File: config.mk
export PLATFORM = sky130hd
export DESIGN_NAME = ddwo_cordic
export DESIGN_NICKNAME = d
export VERILOG_FILES = /design/src/ddwo_pkg.sv /design/src/ddwo_cordic.sv
export SDC_FILE = /design/constraint.sdc
export NUM_CORES = 1
export LEC_CHECK = 0
export ABC_CLOCK_PERIOD_IN_PS = 12600
export BUFFER_PORTS_ARGS = -buffer_cell sky130_fd_sc_hd__clkbuf_2
export CORE_MARGIN = 4
export CORE_UTILIZATION = 50
export CTS_BUF_LIST = sky130_fd_sc_hd__clkbuf_4
export DETAILED_ROUTE_END_ITERATION = 8
export PLACE_DENSITY = 0.66
export SYNTH_ARGS = -nofsm -noshare
export SYNTH_HDL_FRONTEND = slang
export SYNTH_SLANG_ARGS = --single-unit
File: constraint.sdc
create_clock -name clk -period 12.6 [get_ports clk]
set_input_delay 0 -clock clk [delete_from_list [all_inputs] [get_ports clk]]
set_output_delay 0 -clock clk [all_outputs]
set_load 0.005 [all_outputs]
File: src/ddwo_pkg.sv
`timescale 1ns / 1ps
package ddwo_pkg;

	localparam int CordicSteps = 16;
	localparam int StepW = 6;

	localparam logic signed [31:0] QPi = 32'sd205887;
	localparam logic signed [31:0] QTwoPi = 32'sd411775;
	localparam logic signed [31:0] QHalfPi = 32'sd102944;
	localparam logic signed [33:0] CordicGain = 34'sd652032874;
	localparam logic [19:0] UsPerS = 20'd1000000;

	localparam logic [15:0] RadiusReset = 16'd2163;
	localparam logic [17:0] SepReset = 18'd11141;

	typedef enum logic {
		REG_RADIUS = 1'b0,
		REG_SEP = 1'b1
	} reg_idx_t;

	// request to the shared divider
	typedef struct packed {
		logic start;
		logic signed [63:0] num;
		logic [31:0] den;
	} div_req_t;

	typedef struct packed {
		logic done;
		logic signed [63:0] quo;
	} div_rsp_t;

	typedef struct packed {
		logic start;
		logic signed [31:0] angle;
	} cordic_req_t;

	typedef struct packed {
		logic done;
		logic signed [33:0] cos_q;
		logic signed [33:0] sin_q;
	} cordic_rsp_t;

	function automatic logic signed [33:0] atan_q30(input logic [StepW-1:0] i);
		logic signed [33:0] v;
		begin
			case (i)
				6'd0: v = 34'sd843314857;
				6'd1: v = 34'sd497837829;
				6'd2: v = 34'sd263043837;
				6'd3: v = 34'sd133525159;
				6'd4: v = 34'sd67021687;
				6'd5: v = 34'sd33543516;
				6'd6: v = 34'sd16775851;
				6'd7: v = 34'sd8388437;
				6'd8: v = 34'sd4194283;
				6'd9: v = 34'sd2097149;
				6'd10: v = 34'sd1048575;
				6'd31: v = 34'sd0;
				default: v = (i < 6'd31) ? (34'sd1 <<< (6'd30 - i)) : 34'sd0;
			endcase
			return v;
		end
	endfunction

	function automatic logic signed [31:0] sat32(input logic signed [65:0] v);
		logic signed [31:0] r;
		begin
			if (v > 66'sd2147483647) r = 32'sh7fffffff;
			else if (v < -66'sd2147483648) r = 32'sh80000000;
			else r = v[31:0];
			return r;
		end
	endfunction

endpackage

File: src/ddwo_cordic.sv
`timescale 1ns / 1ps
module ddwo_cordic (
	input logic clk,
	input logic arst_n,
	input ddwo_pkg::cordic_req_t req,
	output ddwo_pkg::cordic_rsp_t rsp
);
	import ddwo_pkg::*;

	typedef enum logic [2:0] {C_IDLE, C_MOD, C_FIX, C_RED1, C_RED2, C_ITER} cst_t;
	cst_t st_q;
	logic signed [33:0] x_q, y_q;
	logic signed [47:0] z_q;
	logic signed [31:0] a_q;
	logic neg_q;
	logic [StepW-1:0] i_q;
	logic signed [33:0] xs, ys, at;
	logic [32:0] mag_q;
	logic an_q;
	logic [3:0] k_q;
	logic [32:0] md_w;
	logic signed [32:0] ang_w;

	assign xs = x_q >>> i_q;
	assign ys = y_q >>> i_q;
	assign at = atan_q30(i_q);
	// 2pi scaled by the current power of two for the serial remainder
	assign md_w = 33'(QTwoPi) << k_q;
	assign ang_w = {req.angle[31], req.angle};

	always_ff @(posedge clk or negedge arst_n) begin
		if (!arst_n) begin
			st_q <= C_IDLE;
			rsp <= '0;
		end else begin
			rsp.done <= 1'b0;
			case (st_q)
				C_IDLE: if (req.start) begin
					// reduce the magnitude, restore the sign afterwards
					an_q <= ang_w[32];
					mag_q <= ang_w[32] ? 33'd0 - ang_w : ang_w;
					k_q <= 4'd13;
					st_q <= C_MOD;
				end
				C_MOD: begin
					// subtract at most one multiple of 2pi per cycle, largest first
					if (mag_q >= md_w) mag_q <= mag_q - md_w;
					k_q <= k_q - 4'd1;
					if (k_q == 4'd0) st_q <= C_FIX;
				end
				C_FIX: begin
					a_q <= an_q ? -$signed(mag_q[31:0]) : $signed(mag_q[31:0]);
					st_q <= C_RED1;
				end
				C_RED1: begin
					if (a_q > QPi) a_q <= a_q - QTwoPi;
					else if (a_q < -QPi) a_q <= a_q + QTwoPi;
					st_q <= C_RED2;
				end
				C_RED2: begin
					neg_q <= (a_q > QHalfPi) || (a_q < -QHalfPi);
					if (a_q > QHalfPi) z_q <= 48'(a_q - QPi) <<< 14;
					else if (a_q < -QHalfPi) z_q <= 48'(a_q + QPi) <<< 14;
					else z_q <= 48'(a_q) <<< 14;
					x_q <= CordicGain;
					y_q <= '0;
					i_q <= '0;
					st_q <= C_ITER;
				end
				C_ITER: begin
					if (!z_q[47]) begin
						x_q <= x_q - ys;
						y_q <= y_q + xs;
						z_q <= z_q - 48'(at);
					end else begin
						x_q <= x_q + ys;
						y_q <= y_q - xs;
						z_q <= z_q + 48'(at);
					end
					i_q <= i_q + 1'b1;
					if (i_q == StepW'(CordicSteps - 1)) begin
						st_q <= C_IDLE;
						rsp.done <= 1'b1;
						rsp.cos_q <= neg_q ? -(!z_q[47] ? x_q - ys : x_q + ys)
							: (!z_q[47] ? x_q - ys : x_q + ys);
						rsp.sin_q <= neg_q ? -(!z_q[47] ? y_q + xs : y_q - xs)
							: (!z_q[47] ? y_q + xs : y_q - xs);
					end
				end
				default: st_q <= C_IDLE;
			endcase
		end
	end
endmodule

# --- After elaboration in Yosys (flattened, before gate mapping) ---
# Cells that the tools add are included.
totals:
  reg_bits: 265
  inputBits: 35
  output_inout_bits: 69
  word_cells: 107
classes:
  addsub: 18
  order_cmp: 6
  eq_ne: 22
  n_shift: 4
  mux: 29
  n_reduce_logical: 15
op_table:
  columns: ["op", "count"]
  rows:
  - ["$pmux W34 S12", 1]
  - ["$mux W34", 5]
  - ["$mux W48", 3]
  - ["$mux W69", 2]
  - ["$pmux W34 S2", 2]
  - ["$mux W33", 3]
  - ["$mux W32", 3]
  - ["$pmux W48 S2", 1]
  - ["$add A34 B34 Y34", 2]
  - ["$neg A34 Y34", 2]
  - ["$sshr A34 B6 Y34", 2]
  - ["$sub A34 B34 Y34", 2]
  - ["$pmux W33 S2", 1]
  - ["$pmux W32 S2", 1]
  - ["$add A48 B34 Y48", 1]
  - ["$sub A48 B34 Y48", 1]
  - ["$sshl A2 B6 Y34 const A", 1]
  - ["$add A32 B19 Y33 const B", 1]
  - ["$ge A33 B33 Y1", 1]
  - ["$shl A19 B4 Y33 const A", 1]
  - ["$sub A1 B32 Y33 const A", 1]
  - ["$sub A32 B19 Y33 const B", 1]
  - ["$sub A33 B33 Y33", 1]
  - ["$add A32 B20 Y32 const B", 1]
  - ["other kinds (33)", 54]

# --- Longest topological paths before layout ---
depth:
  word_depth: 7
  mapped_depth: 32
  mapped_depth_nobuf: 27

# --- Least setup slack after synthesis ---
# OpenSTA, ideal clock, no wires.
synth_path:
  path_kind: "register -> register"
  start: "register i_q[0]"
  end: "register rsp[67] (netlist bit)"
  setup_ns: 0.129
  arrival_time_ns: 7.040
  required_ns: 12.471
  slack_ns: 5.431
  stages_incl_launch_ff: 26
  path_buffers: 2
  period_less_slack_ns: 7.169
  path_cell_list: "edfxtp_1 buf_6 buf_2 mux4_2 mux4_2 a2111o_1 inv_1 ha_1 inv_1 nor3_1 nor3b_2 and2_1 a21oi_1 xor2_1 ha_1 nand3_1 or3_1 a2111o_1 a211o_1 and3_1 or4_1 a2111oi_1 nand3_1 o31ai_1 xnor2_1 o21ai_1"
synth_between:
  elab_chain_cells: 5
  elab_cells_between_ends: 8
  cone_classes: "add/sub: 3; eq/ne: 1; shift: 1; mux: 2; reduce/logical: 1"
synth_rtl:
  columns: ["element", "line_no", "rtl"]
  rows:
  - ["start: declaration", "ddwo_cordic.sv:16", "logic [StepW-1:0] i_q;"]
  - ["start signal: assignment", "ddwo_cordic.sv:80", "i_q <= i_q + 1'b1;"]
  - ["$sshr A34 B6 Y34", "ddwo_cordic.sv:25", "assign ys = y_q >>> i_q;"]
  - ["$sub A34 B34 Y34 / $add A34 B34 Y34 (equally long branches)", "ddwo_cordic.sv:84, ddwo_cordic.sv:85", null]
  - ["$mux W34", "ddwo_cordic.sv:84, ddwo_cordic.sv:85", null]
  - ["$neg A34 Y34", "ddwo_cordic.sv:84", "rsp.cos_q <= neg_q ? -(!z_q[47] ? x_q - ys : x_q + ys)"]
  - ["$mux W34", "ddwo_cordic.sv:84", null]
  - ["end: declaration", "ddwo_cordic.sv:6", "output ddwo_pkg::cordic_rsp_t rsp"]
# Parallel ways exist; a longest one is shown, timed or not.
# A chain may end at the register's enable or synchronous reset.

# --- Worst setup path after layout ---
# Ends and elaborated chain as after synthesis.

==> summary.md <==
| Metric | Value |
|---|---|
| Crit-path slowest cell | `buf_4` |
| Total congestion overflow | `0` |
| Placement row count | `91` |
| Minimum clock period | `8650 ps` |
| Cells taking the most area after synthesis | `edfxtp_1 (19%), ha_1 (8.0%), xnor2_1 (6.5%)` |
| Placed insts | `4530` |
| Master cell of the clock root buffer | `clkbuf_4` |
| Height of the die | `257 um` |
| Vias | `29.5k` |
| Static leakage power | `13.6 nW` |
| Setup TNS | `0 ps` |
| Cell Pwr Density | `260 nW/um^2` |
| Max Buffers Root-to-Sink | `3` |
| Crit path kind | `reg2reg` |
| Crit share post-route | `68.6%` |
| Initial core utilization | `50.4%` |
| P&R area growth vs syn | `8.43%` |
| Post-synthesis sequential element count | `265` |
| Cells after synthesis | `3768` |
| Area used by multi-input combinational logic | `22200 um^2` |
| Run status | `finished, final reports clean` |
| Die Outline Area | `66100 um^2` |
| Fin. max-slew vios | `0` |
| Average wire per standard cell | `20.3 um` |
| Sequential-to-total area share from yosys stat | `24.5%` |
| Worst endpoint data arrival time | `9300 ps` |
| Final ANT Viol Nets | `0` |
| Insertion delay of the later-clocked pin in the worst-skew pair | `840 ps` |
| Syn avg cell area | `8.24 um^2` |
| Hold Path Class | `in2reg` |
| Number of setup violations in the final report | `0` |
| Global Route Usage Sum | `28.2%` |
| Startpoint of the tightest hold check path | `req[32]` |
| # H-tree levels | `3` |
| Number of hold violations in the final report | `0` |
| Largest fanout on the critical path | `61` |
| Fill count | `5830` |
| Fmax | `116 MHz` |
| Number of I/O port buffers | `103` |
| Post-synth cell types | `99` |
| Final non-filler cell area | `33700 um^2` |
| Final std cells w/o fill | `4746` |
| Num ports | `104` |
| TritonCTS clock tree | `built` |
| Worst-margin pin slew | `1280 ps` |
| Most frequently used cell type in the post-synthesis netlist | `nand2_1` |
| Number of enable-type register cells in the synthesized netlist | `193` |
| Ratio of cells with drive above 1 in the final layout | `10.5%` |
| Final setup skew | `65.6 ps` |
| Drc violations | `0` |
| Cell accounting for the most synthesized area | `edfxtp_1` |
| TritonCTS buffer count | `82` |
| Post-route worst hold slack | `166 ps` |
| Number of warnings reported in the yosys synthesis log | `0` |
| Iter 0 DRT Violations | `2861` |
| Total Nets Final | `4076` |
| Total wirelength of the detailed-routed design | `96.5 mm` |
| Startpoint class of the critical path | `register` |
| Largest vdd supply drop | `0.172 mV` |
| Share of Yosys cell area claimed by the top area cell type | `18.7%` |
| Critical R2R Launch | `i_q[0]` |
| Area taken by flip-flops and latches | `7600 um^2` |
| Category of the worst setup path capture point | `register` |
| Placed wire-length estimate after detailed placement | `70.8 mm` |
| Worst endpoint required time | `13250 ps` |
| Clock edge transition at the registers on the reported setup and hold paths | `60 ps` |
| Maximum number of pins on one net before global-route repair | `92` |
| Routability congestion estimate from global placement | `0.985` |
| Fraction of registers with async set or reset after synthesis | `27.2%` |
| Buffers inserted by post-CTS timing repair | `0` |
| Clock Sink Count | `265` |
| Setup repair after global routing missed its margin | `no` |
| Leading post-synthesis cells by instance count | `nand2_1 (403), o21ai_0 (329), nor2_1 (283)` |
| Post-synthesis cell area | `31000 um^2` |
| Number of antenna violations at the first check in global routing | `3` |
| First-pass GRT wire length | `153 mm` |
| Detail-routed via count per cell | `6.22` |
| Net count after synthesis | `4006` |
| Area of the core region | `61600 um^2` |
| Worst slew margin | `13.7%` |
| CP peak stage delay | `760 ps` |
| Post-placement cell area | `32000 um^2` |
| Flip-flop cell with the highest count after synthesis | `edfxtp_1` |
| Via count of the first global-routing pass | `28.0k` |
| Die extent in x | `257 um` |
| First-pass iteration count of the detailed router | `7` |
| Setup crit start | `i_q[0]` |
| Maxcap violations | `0` |
[flip-flops by register name (all words and copies together), names as in the netlist]
signal  cells
rsp        69
y_q        34
k_q         4
i_q         6
a_q        32
neg_q       1
z_q        48
mag_q      33
x_q        34
st_q        3
an_q        1
[worst paths after layout]
check,to,slack (ps),depth (start not counted)
setup / recovery,rsp[67],3950,27
hold / removal,st_q[0],170,4
setup reg to reg,rsp[67],3950,27
hold reg to reg,rsp[15],480,2
max in group asynchronous,rsp[62],11640,4
min in group asynchronous,rsp[23],370,4
[logic make-up after synthesis]
logic type | Yosys count | synth area share (%)
compound gates | 1188 | 24.4
xor+xnor | 394 | 11.1
fa+ha+maj | 203 | 8.30
buf+inv | 313 | 4.16
flops | 265 | 24.5
mux | 184 | 8.51
simple gates | 1221 | 19.0
[worst max-delay path, delay by kind of cell, from the launching register on]
kind                       cells  cell delay (ps)
DFF                            1              320
buffers and inverters          4             1600
and+or+nand+nor                9             2760
muxes                          2              720
xor gates and xnor gates       2              340
adders and majority gates      2              570
AOI/OAI and AO/OA              8             2150
[where the power goes]
part	switching [mW]	internal, mW	total, mW	leakage (nW)
Combinational	3.74	2.52	6.26	10.3
Sequential	0.295	1.32	1.62	2.76
Clock	0.431	0.444	0.875	0.624
Total	4.47	4.29	8.76	13.6
[cells in the final DEF, fill, tap and decap left out, types with 35 or more instances in the layout]
master         netlist  routed
edfxtp_1           193     193
a211oi_1            37      37
o21a_1              37      37
mux4_2              51      51
dlygate4sd3_1        0      60
nand3_1             74      74
and2_1              61      59
dfrtp_1             72      72
inv_1              106     105
or3_1               42      42
a21oi_1            281     281
nor2_1             283     282
ha_1               198     198
nand4_1             35      35
xnor2_1            231     231
and3_1              40      40
nand2b_1            46      46
a21o_1              91      91
clkbuf_4             0     122
o21ai_0            329     329
nand2_1            403     400
mux2i_1             88      88
xor2_1             163     163
mux2_2              37      37
nor2b_1             44      44
clkbuf_2             0     102
o31ai_1             35      35
a31oi_1             58      57
nor3_1              71      70
[metal layers]
| metal | wire length (um) | up-vias | GRT usage [%] |
|---|---|---|---|
| li1 | - | 14225 | - |
| met1 | 43200 | 13854 | 39.0 |
| met2 | 41600 | 1216 | 42.9 |
| met3 | 8730 | 229 | 7.13 |
| met4 | 3000 | 2 | 9.71 |
| met5 | 12 | - | 0 |
[metrics by stage]
stage	utilization, %	total power, mW	worst slack, ps
4_1_cts	54.7	8.70	4020
2_1_floorplan	-	6.28	5430
6_report	54.7	8.76	3950
3_3_place_gp	51.9	7.70	4150
5_1_grt	54.7	9.53	3350
3_5_place_dp	51.9	7.73	4070
[cell type report]
class	count	share of cell area, %
flip-flops and latches	265	22.6
clock buffers	122	2.72
clock inverters	31	0.383
multi-input cells	3190	66.0
inverters	106	1.18
well taps	837	3.11
repair buffers	193	4.03
diodes	2	0.0149
[repair_timing]
action / in CTS / in global routing
gates resized for setup: 0 / 0
hold endpoints to repair: 111 / 0
hold buffers: 61 / 0
Power figures use the tool's default switching activity.
