--- src/ddwo_pkg.sv ---
`timescale 1ns / 1ps
package ddwo_pkg;

	localparam int CordicSteps = 16;
	localparam int StepW = 6;

	localparam logic signed [31:0] QPi = 32'sd205887;
	localparam logic signed [31:0] QTwoPi = 32'sd411775;
	localparam logic signed [31:0] QHalfPi = 32'sd102944;
	localparam logic signed [33:0] CordicGain = 34'sd652032874;
	localparam logic [19:0] UsPerS = 20'd1000000;

	localparam logic [15:0] RadiusReset = 16'd2163;
	localparam logic [17:0] SepReset = 18'd11141;

	typedef enum logic {
		REG_RADIUS = 1'b0,
		REG_SEP = 1'b1
	} reg_idx_t;

	// request to the shared divider
	typedef struct packed {
		logic start;
		logic signed [63:0] num;
		logic [31:0] den;
	} div_req_t;

	typedef struct packed {
		logic done;
		logic signed [63:0] quo;
	} div_rsp_t;

	typedef struct packed {
		logic start;
		logic signed [31:0] angle;
	} cordic_req_t;

	typedef struct packed {
		logic done;
		logic signed [33:0] cos_q;
		logic signed [33:0] sin_q;
	} cordic_rsp_t;

	function automatic logic signed [33:0] atan_q30(input logic [StepW-1:0] i);
		logic signed [33:0] v;
		begin
			case (i)
				6'd0: v = 34'sd843314857;
				6'd1: v = 34'sd497837829;
				6'd2: v = 34'sd263043837;
				6'd3: v = 34'sd133525159;
				6'd4: v = 34'sd67021687;
				6'd5: v = 34'sd33543516;
				6'd6: v = 34'sd16775851;
				6'd7: v = 34'sd8388437;
				6'd8: v = 34'sd4194283;
				6'd9: v = 34'sd2097149;
				6'd10: v = 34'sd1048575;
				6'd31: v = 34'sd0;
				default: v = (i < 6'd31) ? (34'sd1 <<< (6'd30 - i)) : 34'sd0;
			endcase
			return v;
		end
	endfunction

	function automatic logic signed [31:0] sat32(input logic signed [65:0] v);
		logic signed [31:0] r;
		begin
			if (v > 66'sd2147483647) r = 32'sh7fffffff;
			else if (v < -66'sd2147483648) r = 32'sh80000000;
			else r = v[31:0];
			return r;
		end
	endfunction

endpackage

--- src/ddwo_div.sv ---
`timescale 1ns / 1ps
module ddwo_div (
	input logic clk,
	input logic arst_n,
	input ddwo_pkg::div_req_t req,
	output ddwo_pkg::div_rsp_t rsp
);
	import ddwo_pkg::*;

	// restoring division, one quotient bit per cycle, truncating toward zero
	logic [63:0] rem_q, quo_q;
	logic [63:0] den_q;
	logic neg_q, busy_q;
	logic [6:0] cnt_q;
	logic [64:0] trial;

	assign trial = {rem_q[62:0], quo_q[63]} - {1'b0, den_q};

	always_ff @(posedge clk or negedge arst_n) begin
		if (!arst_n) begin
			busy_q <= 1'b0;
			rsp <= '0;
			cnt_q <= '0;
		end else begin
			rsp.done <= 1'b0;
			if (req.start) begin
				busy_q <= 1'b1;
				cnt_q <= 7'd64;
				rem_q <= '0;
				quo_q <= req.num[63] ? 64'(-req.num) : 64'(req.num);
				den_q <= {32'd0, req.den};
				neg_q <= req.num[63];
			end else if (busy_q) begin
				if (!trial[64]) begin
					rem_q <= trial[63:0];
					quo_q <= {quo_q[62:0], 1'b1};
				end else begin
					rem_q <= {rem_q[62:0], quo_q[63]};
					quo_q <= {quo_q[62:0], 1'b0};
				end
				cnt_q <= cnt_q - 7'd1;
				if (cnt_q == 7'd1) begin
					busy_q <= 1'b0;
					rsp.done <= 1'b1;
					rsp.quo <= neg_q ? -$signed(!trial[64] ? {quo_q[62:0], 1'b1}
						: {quo_q[62:0], 1'b0})
						: $signed(!trial[64] ? {quo_q[62:0], 1'b1} : {quo_q[62:0], 1'b0});
				end
			end
		end
	end
endmodule

--- config.mk ---
export PLATFORM = sky130hd
export DESIGN_NAME = ddwo_div
export DESIGN_NICKNAME = d
export VERILOG_FILES = /design/src/ddwo_pkg.sv /design/src/ddwo_div.sv
export SDC_FILE = /design/constraint.sdc
export NUM_CORES = 1
export LEC_CHECK = 0
export BUFFER_PORTS_ARGS = -buffer_cell sky130_fd_sc_hd__buf_2
export CORE_MARGIN = 8
export CORE_UTILIZATION = 55
export DETAILED_ROUTE_END_ITERATION = 10
export PLACE_DENSITY = 0.85
export SYNTH_ARGS = -nofsm -noshare
export SYNTH_HDL_FRONTEND = slang
export SYNTH_SLANG_ARGS = --single-unit
--- constraint.sdc ---
create_clock -name clk -period 11.1 [get_ports clk]
set_input_delay 1.11 -clock clk [delete_from_list [all_inputs] [get_ports clk]]
set_output_delay 1.11 -clock clk [all_outputs]
set_load 0.01 [all_outputs]
Word-level counts from Yosys, hierarchy flattened
Cells that the tools add are included.
{"block": "op_classes", "add_sub_neg": 4, "eq_ne": 1, "muxes": 15, "bitwise": 1, "reduce_logical": 4}
{"op": "$mux 64", "count": 6}
{"op": "$mux 65", "count": 3}
{"op": "$neg 64->64", "count": 2}
{"op": "$sub 64x32->65", "count": 1}
{"op": "$mux 7", "count": 2}
{"op": "$eq 7x1->1 const B", "count": 1}
{"op": "$sub 7x1->7 const B", "count": 1}
{"op": "$mux 1", "count": 4}
{"op": "$reduce_and 2->1", "count": 2}
{"op": "$reduce_and 3->1", "count": 1}
{"op": "$reduce_bool 2->1", "count": 1}
{"op": "$not 1->1", "count": 1}
{"block": "totals", "regBits": 234, "input_bits": 99, "out_inout_bits": 65, "elab_cells": 33}

Longest topological paths before layout
Gate-level depths: netlist of run 1.
{"block": "depth", "depth_word": 7, "mapped_depth": 22}

Worst setup path before layout of run 1
OpenSTA, ideal clock, no wires.
{"block": "synth_path", "path_type": "flip-flop to flip-flop", "start": "register rem_q[17]", "end": "register rsp[58] (netlist name)", "arrival_ns": 5.098, "slack_ns": 5.873, "stages_incl_launch_ff": 21, "path_buffers": 4, "cell_sequence": "edfxtp_1 -> ha_1 -> clkbuf_1 -> a21oi_1 -> nand2_1 -> a311o_1 -> o21ai_0 -> o311a_1 -> buf_6 -> nand2_2 -> inv_1 -> clkbuf_1 -> buf_2 -> ha_1 -> or4b_1 -> nand3b_1 -> or4_4 -> or4_4 -> o21ai_2 -> xor2_1 -> o21ai_1"}
{"block": "synth_between", "elab_chain_cells": 4}
{"item": "start: declaration", "line_no": "ddwo_div.sv:11", "rtl": "logic [63:0] rem_q, quo_q;"}
{"item": "start signal: assignment", "line_no": "ddwo_div.sv:35", "rtl": "rem_q <= trial[63:0];"}
{"item": "start signal: assignment", "line_no": "ddwo_div.sv:38", "rtl": "rem_q <= {rem_q[62:0], quo_q[63]};"}
{"item": "$sub 64x32->65", "line_no": "ddwo_div.sv:17", "rtl": "assign trial = {rem_q[62:0], quo_q[63]} - {1'b0, den_q};"}
{"item": "$mux 1", "line_no": "ddwo_div.sv:45", "rtl": "rsp.quo <= neg_q ? -$signed(!trial[64] ? {quo_q[62:0], 1'b1}"}
{"item": "$neg 64->64", "line_no": "ddwo_div.sv:45"}
{"item": "$mux 64", "line_no": "ddwo_div.sv:45"}
{"item": "end: declaration", "line_no": "ddwo_div.sv:6", "rtl": "output ddwo_pkg::div_rsp_t rsp"}
Every way passes these cells.
A chain may end at the register's enable or synchronous reset.

Worst setup path after layout of run 1
{"block": "layout_path", "start": "register rem_q[17]", "end": "register rsp[48] (netlist name)"}
The elaborated chain is that of the path after synthesis.

==> results of run 1 <==
==> cell usage in the layout (no fill, tap or decap), drive strengths merged, types with 27 or more instances in the layout <==
cell / instances
xnor2: 45
nor2: 178
o41ai: 27
clkbuf: 38
o21ai: 127
edfxtp: 160
nand3: 28
ha: 36
inv: 55
a21oi: 111
nor3: 28
nand2: 204
or3: 30
a211oi: 28
buf: 170
xor2: 137
o31ai: 38
a311oi: 31
dfrtp: 73
==> routing by layer <==
metal | vias to the layer above | GRT usage (%)
li1 | 6021 | -
met1 | 6049 | 30.5
met2 | 598 | 41.6
met3 | 115 | 4.76
met4 | 10 | 9.68
met5 | - | 0
==> worst max-delay path: cells and delay by family, from the launching register on <==
family                     cells  cell delay [ns]
adders and majority gates      2             0.67
and+or+nand+nor                5             2.01
buffers and inverters          1             0.24
DFF                            1             0.41
AOI/OAI and AO/OA              7             2.47
xor gates and xnor gates       1             0.16
==> final cells by class <==
class | instances | area [µm²]
Multi-Input combinational cell | 1224 | 7530
Clock inverter | 12 | 133
Timing Repair Buffer | 170 | 881
Fill cell | 2160 | 9560
Clock buffer | 38 | 777
Sequential cell | 233 | 6640
Tap cell | 335 | 419
Antenna cell | 1 | 2.50
Inverter | 52 | 195
==> power groups by stage <==
stage          clock (mW)  sequential (mW)  combinational, mW
3_3_place_gp            0             1.23              0.758
5_1_grt             0.953             1.24              0.880
2_1_floorplan           0             1.24              0.510
6_report            0.912             1.23              0.791
4_1_cts             0.919             1.22              0.788
3_5_place_dp            0             1.24              0.783
==> registers in the layout (all words and copies together), names as in the netlist <==
| register | cells |
|---|---|
| busy_q | 1 |
| cnt_q | 7 |
| den_q | 32 |
| neg_q | 1 |
| quo_q | 64 |
| rem_q | 63 |
| rsp | 65 |
==> cells by family (layout without fill, tap and decap cells) <==
logic type | Yosys count | in the layout
flops | 233 | 233
compound gates | 410 | 410
buf+inv | 137 | 272
simple gates | 588 | 588
mux | 7 | 7
other cells | 0 | 1
xor+xnor | 182 | 182
fa+ha+maj | 37 | 37
==> worst max-delay path by stage <==
| stage | start | end | slack, ns | cells past startpoint |
|---|---|---|---|---|
| after global routing | rem_q[17] | rsp[56] | 4.59 | 16 |
| after global placement | rem_q[17] | rsp[58] | 5.33 | 16 |
| after floorplan | rem_q[17] | rsp[58] | 5.87 | 20 |
| after detailed placement | rem_q[17] | rsp[56] | 5.11 | 16 |
| after CTS | rem_q[17] | rsp[56] | 5.09 | 16 |
| final | rem_q[17] | rsp[48] | 4.96 | 16 |
==> out/summary.txt, run 1 <==
Mean Syn Cell Area: 9.20 µm²
Final ANT Viol Nets: 0
vias in the first global route: 12700
Post-Synth Adder-Cell Area: 3.21%
routability congestion estimate: 0.946
vias per cell: 6.20
most frequent cell after synthesis: nand2_1
H-tree depth: 1
Post-Route Utilization: 63.4%
complex-gate fraction of the synthesized area: 17.8%
Layout area overhead: 12.9%
synthesized area: 0.0147 mm²
Yosys warnings: 0
multiplexer share of the synthesized area: 0.520%
Num Clock Sinks: 233
Worst Path Max Fanout: 35
slack of the critical path: 4.96 ns
worst hold endpoint: rsp[59]
synth top area cells: edfxtp_1, dfrtp_1, xor2_1, nand2_1, nor2_1
Wirelength per Cell: 19.2 µm
total power: 2.93 mW
CP Cell Sequence: ha_1 -> a21oi_1 -> nand2_1 -> a311o_1 -> o21ai_0 -> o311a_1 -> nand2_2 -> inv_1 -> ha_1 -> or4b_1 -> nand3b_1 -> o41ai_1 -> and2_1 -> o21ai_0 -> xnor2_1 -> o21ai_0
hold_ws: 0.474 ns
gr ovfl total: 0
WP data arrival: 6.52 ns
Met1 Wirelength: 15900 µm
Final Hold Viols: 0
RSZ-0062 raised after global routing: false
pwr dens: 177 mW/mm²
Initial Util: 56.1%
die height: 179 µm
Pint: 1.96 mW
EDFF count, synth: 160
Post-Route Skew: 0.0134 ns
reg-to-reg startpoint: rem_q[17]
list of most frequent post-synthesis cells: nand2_1, nor2_1, edfxtp_1, xor2_1, o21ai_0
#FFs+latches synth: 233
Reg power frac: 41.9%
Die Area: 0.0322 mm²
status: finished, final reports clean
# rows: 59
Slowest-stage cell, CP: o41ai_1
WL met2: 19000 µm
CTS tree: yes
initial drt markers: 1318
DRC: 0
Slew Viols, Final: 0
Setup Fix Bufs, Post-CTS: 0
overall routed net length: 39600 µm
Yosys top cell by area: edfxtp_1
Die X: 179 µm
Worst-path clk slew: 0.06 ns
cts hold-fix bufs: 0
Worst setup EP type: flop
period utilization: 55.3%
Fmax: 163 MHz
post-layout min period: 6.14 ns
ys flop type: edfxtp_1
hold_sp: rsp[59]
Critical Path RT: 11.48 ns
XOR/XNOR share of the synthesized area: 10.9%
Highest Signal Layer: met5
Root Driver: clkbuf_16
Placeable Area: 0.0261 mm²
fin cells: 2065
CTS Buffer Depth: 3
post_cts resized: 0
Nets: 1844
share of flip-flops with an asynchronous set or reset: 31.3%
register area share after synthesis: 45.2%
overall routing resource usage: 24.5%
MaxCap Viol Count: 0
PortBufs: 163
combinational share of power: 27.0%
Post-Synth Simple-Gate Area: 18.8%
FF-to-FF End: rsp[48]
switching part of the total power: 33.2%
clock share of power: 31.1%
Mapped Cells: 1594
net switching power: 0.973 mW
pre-CTS setup slack: 5.11 ns
count of final setup violators: 0
share of the synthesized area in the top cell type: 32.7%
Pre-antenna DRT Iters: 5
initial antenna violation count: 6
pin count of the biggest net entering global routing: 130
Placed Instances: 2014
Register-to-Register Setup Slack: 4.96 ns
I/O Pins: 164
DP Area: 0.0157 mm²
worst-margin pin slew: 1.14 ns
slew margin rel.: 23.8%
R2R depth: 16
largest stage delay on the critical path: 0.76 ns
most frequent CP cell: o21ai_0
Worst-Skew Late Latency: 0.55 ns
first-pass GRT wire length: 64000 µm
layout cells sized above 1: 14.3%
Startpoint Class: flop
DP HPWL: 28200 µm
Hold Crit Depth: 2
Setup Crit Path Kind: flop to flop
main combinational cell family by area after synthesis: simple AND/OR/NAND/NOR gates
syn_nets: 1730
vias: 12800
fin area: 0.0166 mm²
Met3 Routed Length: 3120 µm
TritonCTS Buffers: 27
setup_tns: 0 ns
leak pwr: 6.68 nW
worst hold path class: flop to flop
Cell variety after synth: 73
Max VDD drop: 0.109 mV
Power figures use the tool's default switching activity.
==> inputs of run 2 (changes only) <==
- CORE_UTILIZATION: 55 -> 54
- PLACE_DENSITY: 0.85 -> 0.86
- clock period: 11.1 -> 5.05 ns (I/O delays scaled with it)
==> run 2 against run 1 <==
Die area is 1.7% higher. Final cell count is 0.92% higher. Wire length is 0.39% lower. Power is 120% higher. Register-to-register slack worse by 4.7 ns. Critical endpoint is now rsp[56]. Clock-buffer cell count is 4 lower. Via count is 0.52% higher. Clock skew is 0.0037 ns higher. Largest power group unchanged. Core utilization is 1.0 points lower. Clock power is 130% higher. Non-clock buffer count is 13 higher. Design area is 0.93% higher.
==> out/summary.txt, run 2 (same netlist as run 1, synthesis figures left out) <==
CTS tree: yes
MaxCap Viol Count: 0
DP HPWL: 27700 µm
most frequent CP cell: o21ai_0
worst-margin pin slew: 1.16 ns
Nets: 1857
TritonCTS Buffers: 27
Worst-path clk slew: 0.06 ns
status: finished, final reports clean
initial drt markers: 1388
most frequent cells in the layout: nand2_1, nor2_1, buf_2
GR Util met3: 4.75%
WP data arrival: 5.15 ns
DRC: 0
commonest non-fill, non-tap cell in the layout: nand2_1
CP Cell Sequence: ha_1 -> and4_1 -> and2_1 -> a311o_1 -> o21ai_0 -> o311a_1 -> nand2_2 -> inv_1 -> ha_1 -> or4b_1 -> nand3b_1 -> buf_4 -> o41ai_1 -> buf_4 -> and2_1 -> o21ai_0 -> xnor2_1 -> o21ai_0
CTS Buffer Depth: 3
Die X: 181 µm
most flop-heavy register: rsp
die height: 181 µm
Slowest-stage cell, CP: or4b_1
slack of the critical path: 0.290 ns
# rows: 60
initial antenna violation count: 5
Worst setup EP type: flop
routability congestion estimate: 0.931
pwr dens: 391 mW/mm²
slew margin rel.: 22.5%
Root Driver: clkbuf_16
pin count of the biggest net entering global routing: 130
Worst Path Max Fanout: 6
RSZ-0062 raised after global routing: false
Wirelength per Cell: 18.9 µm
Fmax: 210 MHz
Layout area overhead: 14.0%
I/O Pins: 164
Placeable Area: 0.0268 mm²
max reg flops: 65
Slew Viols, Final: 0
worst hold path class: input port to flop
Max VDD drop: 0.282 mV
Setup Crit Path Kind: flop to flop
Placed Instances: 2032
Startpoint Class: flop
Worst-Skew Late Latency: 0.56 ns
registers with the most flip-flops: rsp x65, quo_q x64, rem_q x63
leak pwr: 6.75 nW
H-tree depth: 1
vias in the first global route: 12700
period utilization: 94.3%
Post-Route Skew: 0.0171 ns
post-layout min period: 4.76 ns
Num Clock Sinks: 233
gr ovfl total: 0
fin cells: 2084
vias per cell: 6.17
first-pass GRT wire length: 64100 µm
met1 GRT Util: 29.1%
Final Hold Viols: 0
vias: 12900
Die Area: 0.0327 mm²
busiest grt layer: met2
Critical Path RT: 5.44 ns
pre-CTS setup slack: 0.413 ns
Initial Util: 54.7%
met2 track demand over resource: 39.5%
layout cells sized above 1: 15.0%
Final ANT Viol Nets: 0
largest stage delay on the critical path: 0.50 ns
count of final setup violators: 0
setup_tns: 0 ns
PortBufs: 163
Post-Route Utilization: 62.4%
fillers: 2130
Pre-antenna DRT Iters: 6
overall routed net length: 39500 µm
overall routing resource usage: 23.4%
-- run 2: cell types whose count changed in the layout (fill, tap and decap cells not counted), sizes merged --
| cell | delta |
|---|---|
| clkinv | +1 |
| dlygate4sd3 | +1 |
| clkinvlp | +2 |
| inv | -1 |
| bufinv | +2 |
| clkbuf | -4 |
| buf | +12 |
-- run 2: per-stage QoR --
stage | total power, mW | area (µm²) | hold slack, ns
CTS | 6.54 | 16700 | 0.102
global route | 6.86 | 16700 | 0.101
finish | 6.54 | 16700 | 0.118
global placement | 4.39 | 15800 | 0.460
detailed placement | 4.47 | 15800 | 0.468
floorplan | 3.84 | 14700 | 0.209
-- run 2: per-layer routing --
layer / share of wire [%] / routed length, µm
met5: 0.17 / 68
met4: 3.4 / 1340
met3: 8.0 / 3180
met2: 48 / 18900
met1: 40 / 16000
-- run 2: area by class of cell --
| cell class | count | area (µm²) | share of cell area [%] |
|---|---|---|---|
| Multi-Input combinational cell | 1224 | 7540 | 45.1 |
| Sequential cell | 233 | 6630 | 39.7 |
| Timing Repair Buffer | 183 | 981 | 5.87 |
| Clock buffer | 34 | 742 | 4.44 |
| Tap cell | 341 | 427 | 2.55 |
| Clock inverter | 16 | 205 | 1.23 |
| Inverter | 52 | 195 | 1.17 |
| Antenna cell | 1 | 2.50 | 0.0150 |
-- run 2: worst paths after layout --
path                       cells past startpoint  slack (ns)         to      start
max in group asynchronous                      3        3.03     busy_q     arst_n
setup / recovery                              18        0.29    rsp[56]  rem_q[21]
hold reg to reg                                2        0.48    rsp[57]    rsp[57]
hold / removal                                 1        0.12  den_q[31]    req[31]
setup reg to reg                              18        0.29    rsp[56]  rem_q[21]
min in group asynchronous                      2        0.56     rsp[2]     arst_n
-- run 2: timing repair --
action	CTS	global route
hold buffers	1	0
hold endpoints to repair	21	0
setup endpoints to repair	0	2
gates resized for setup	0	1
buffers inserted	0	0
-- run 2: critical path, delay by kind of cell, from the launching register on --
kind | cells | cell delay [ns]
simple gates | 6 | 1.45
compound gates | 6 | 1.41
fa+ha+maj | 2 | 0.61
buf+inv | 3 | 0.50
flops | 1 | 0.41
xor+xnor | 1 | 0.18
-- run 2: where the power goes --
| part | total, mW | internal, mW | leakage, nW | switching [mW] |
|---|---|---|---|---|
| combinational | 1.78 | 0.718 | 3.75 | 1.06 |
| clock | 2.07 | 1.25 | 0.461 | 0.821 |
| sequential | 2.69 | 2.42 | 2.53 | 0.267 |
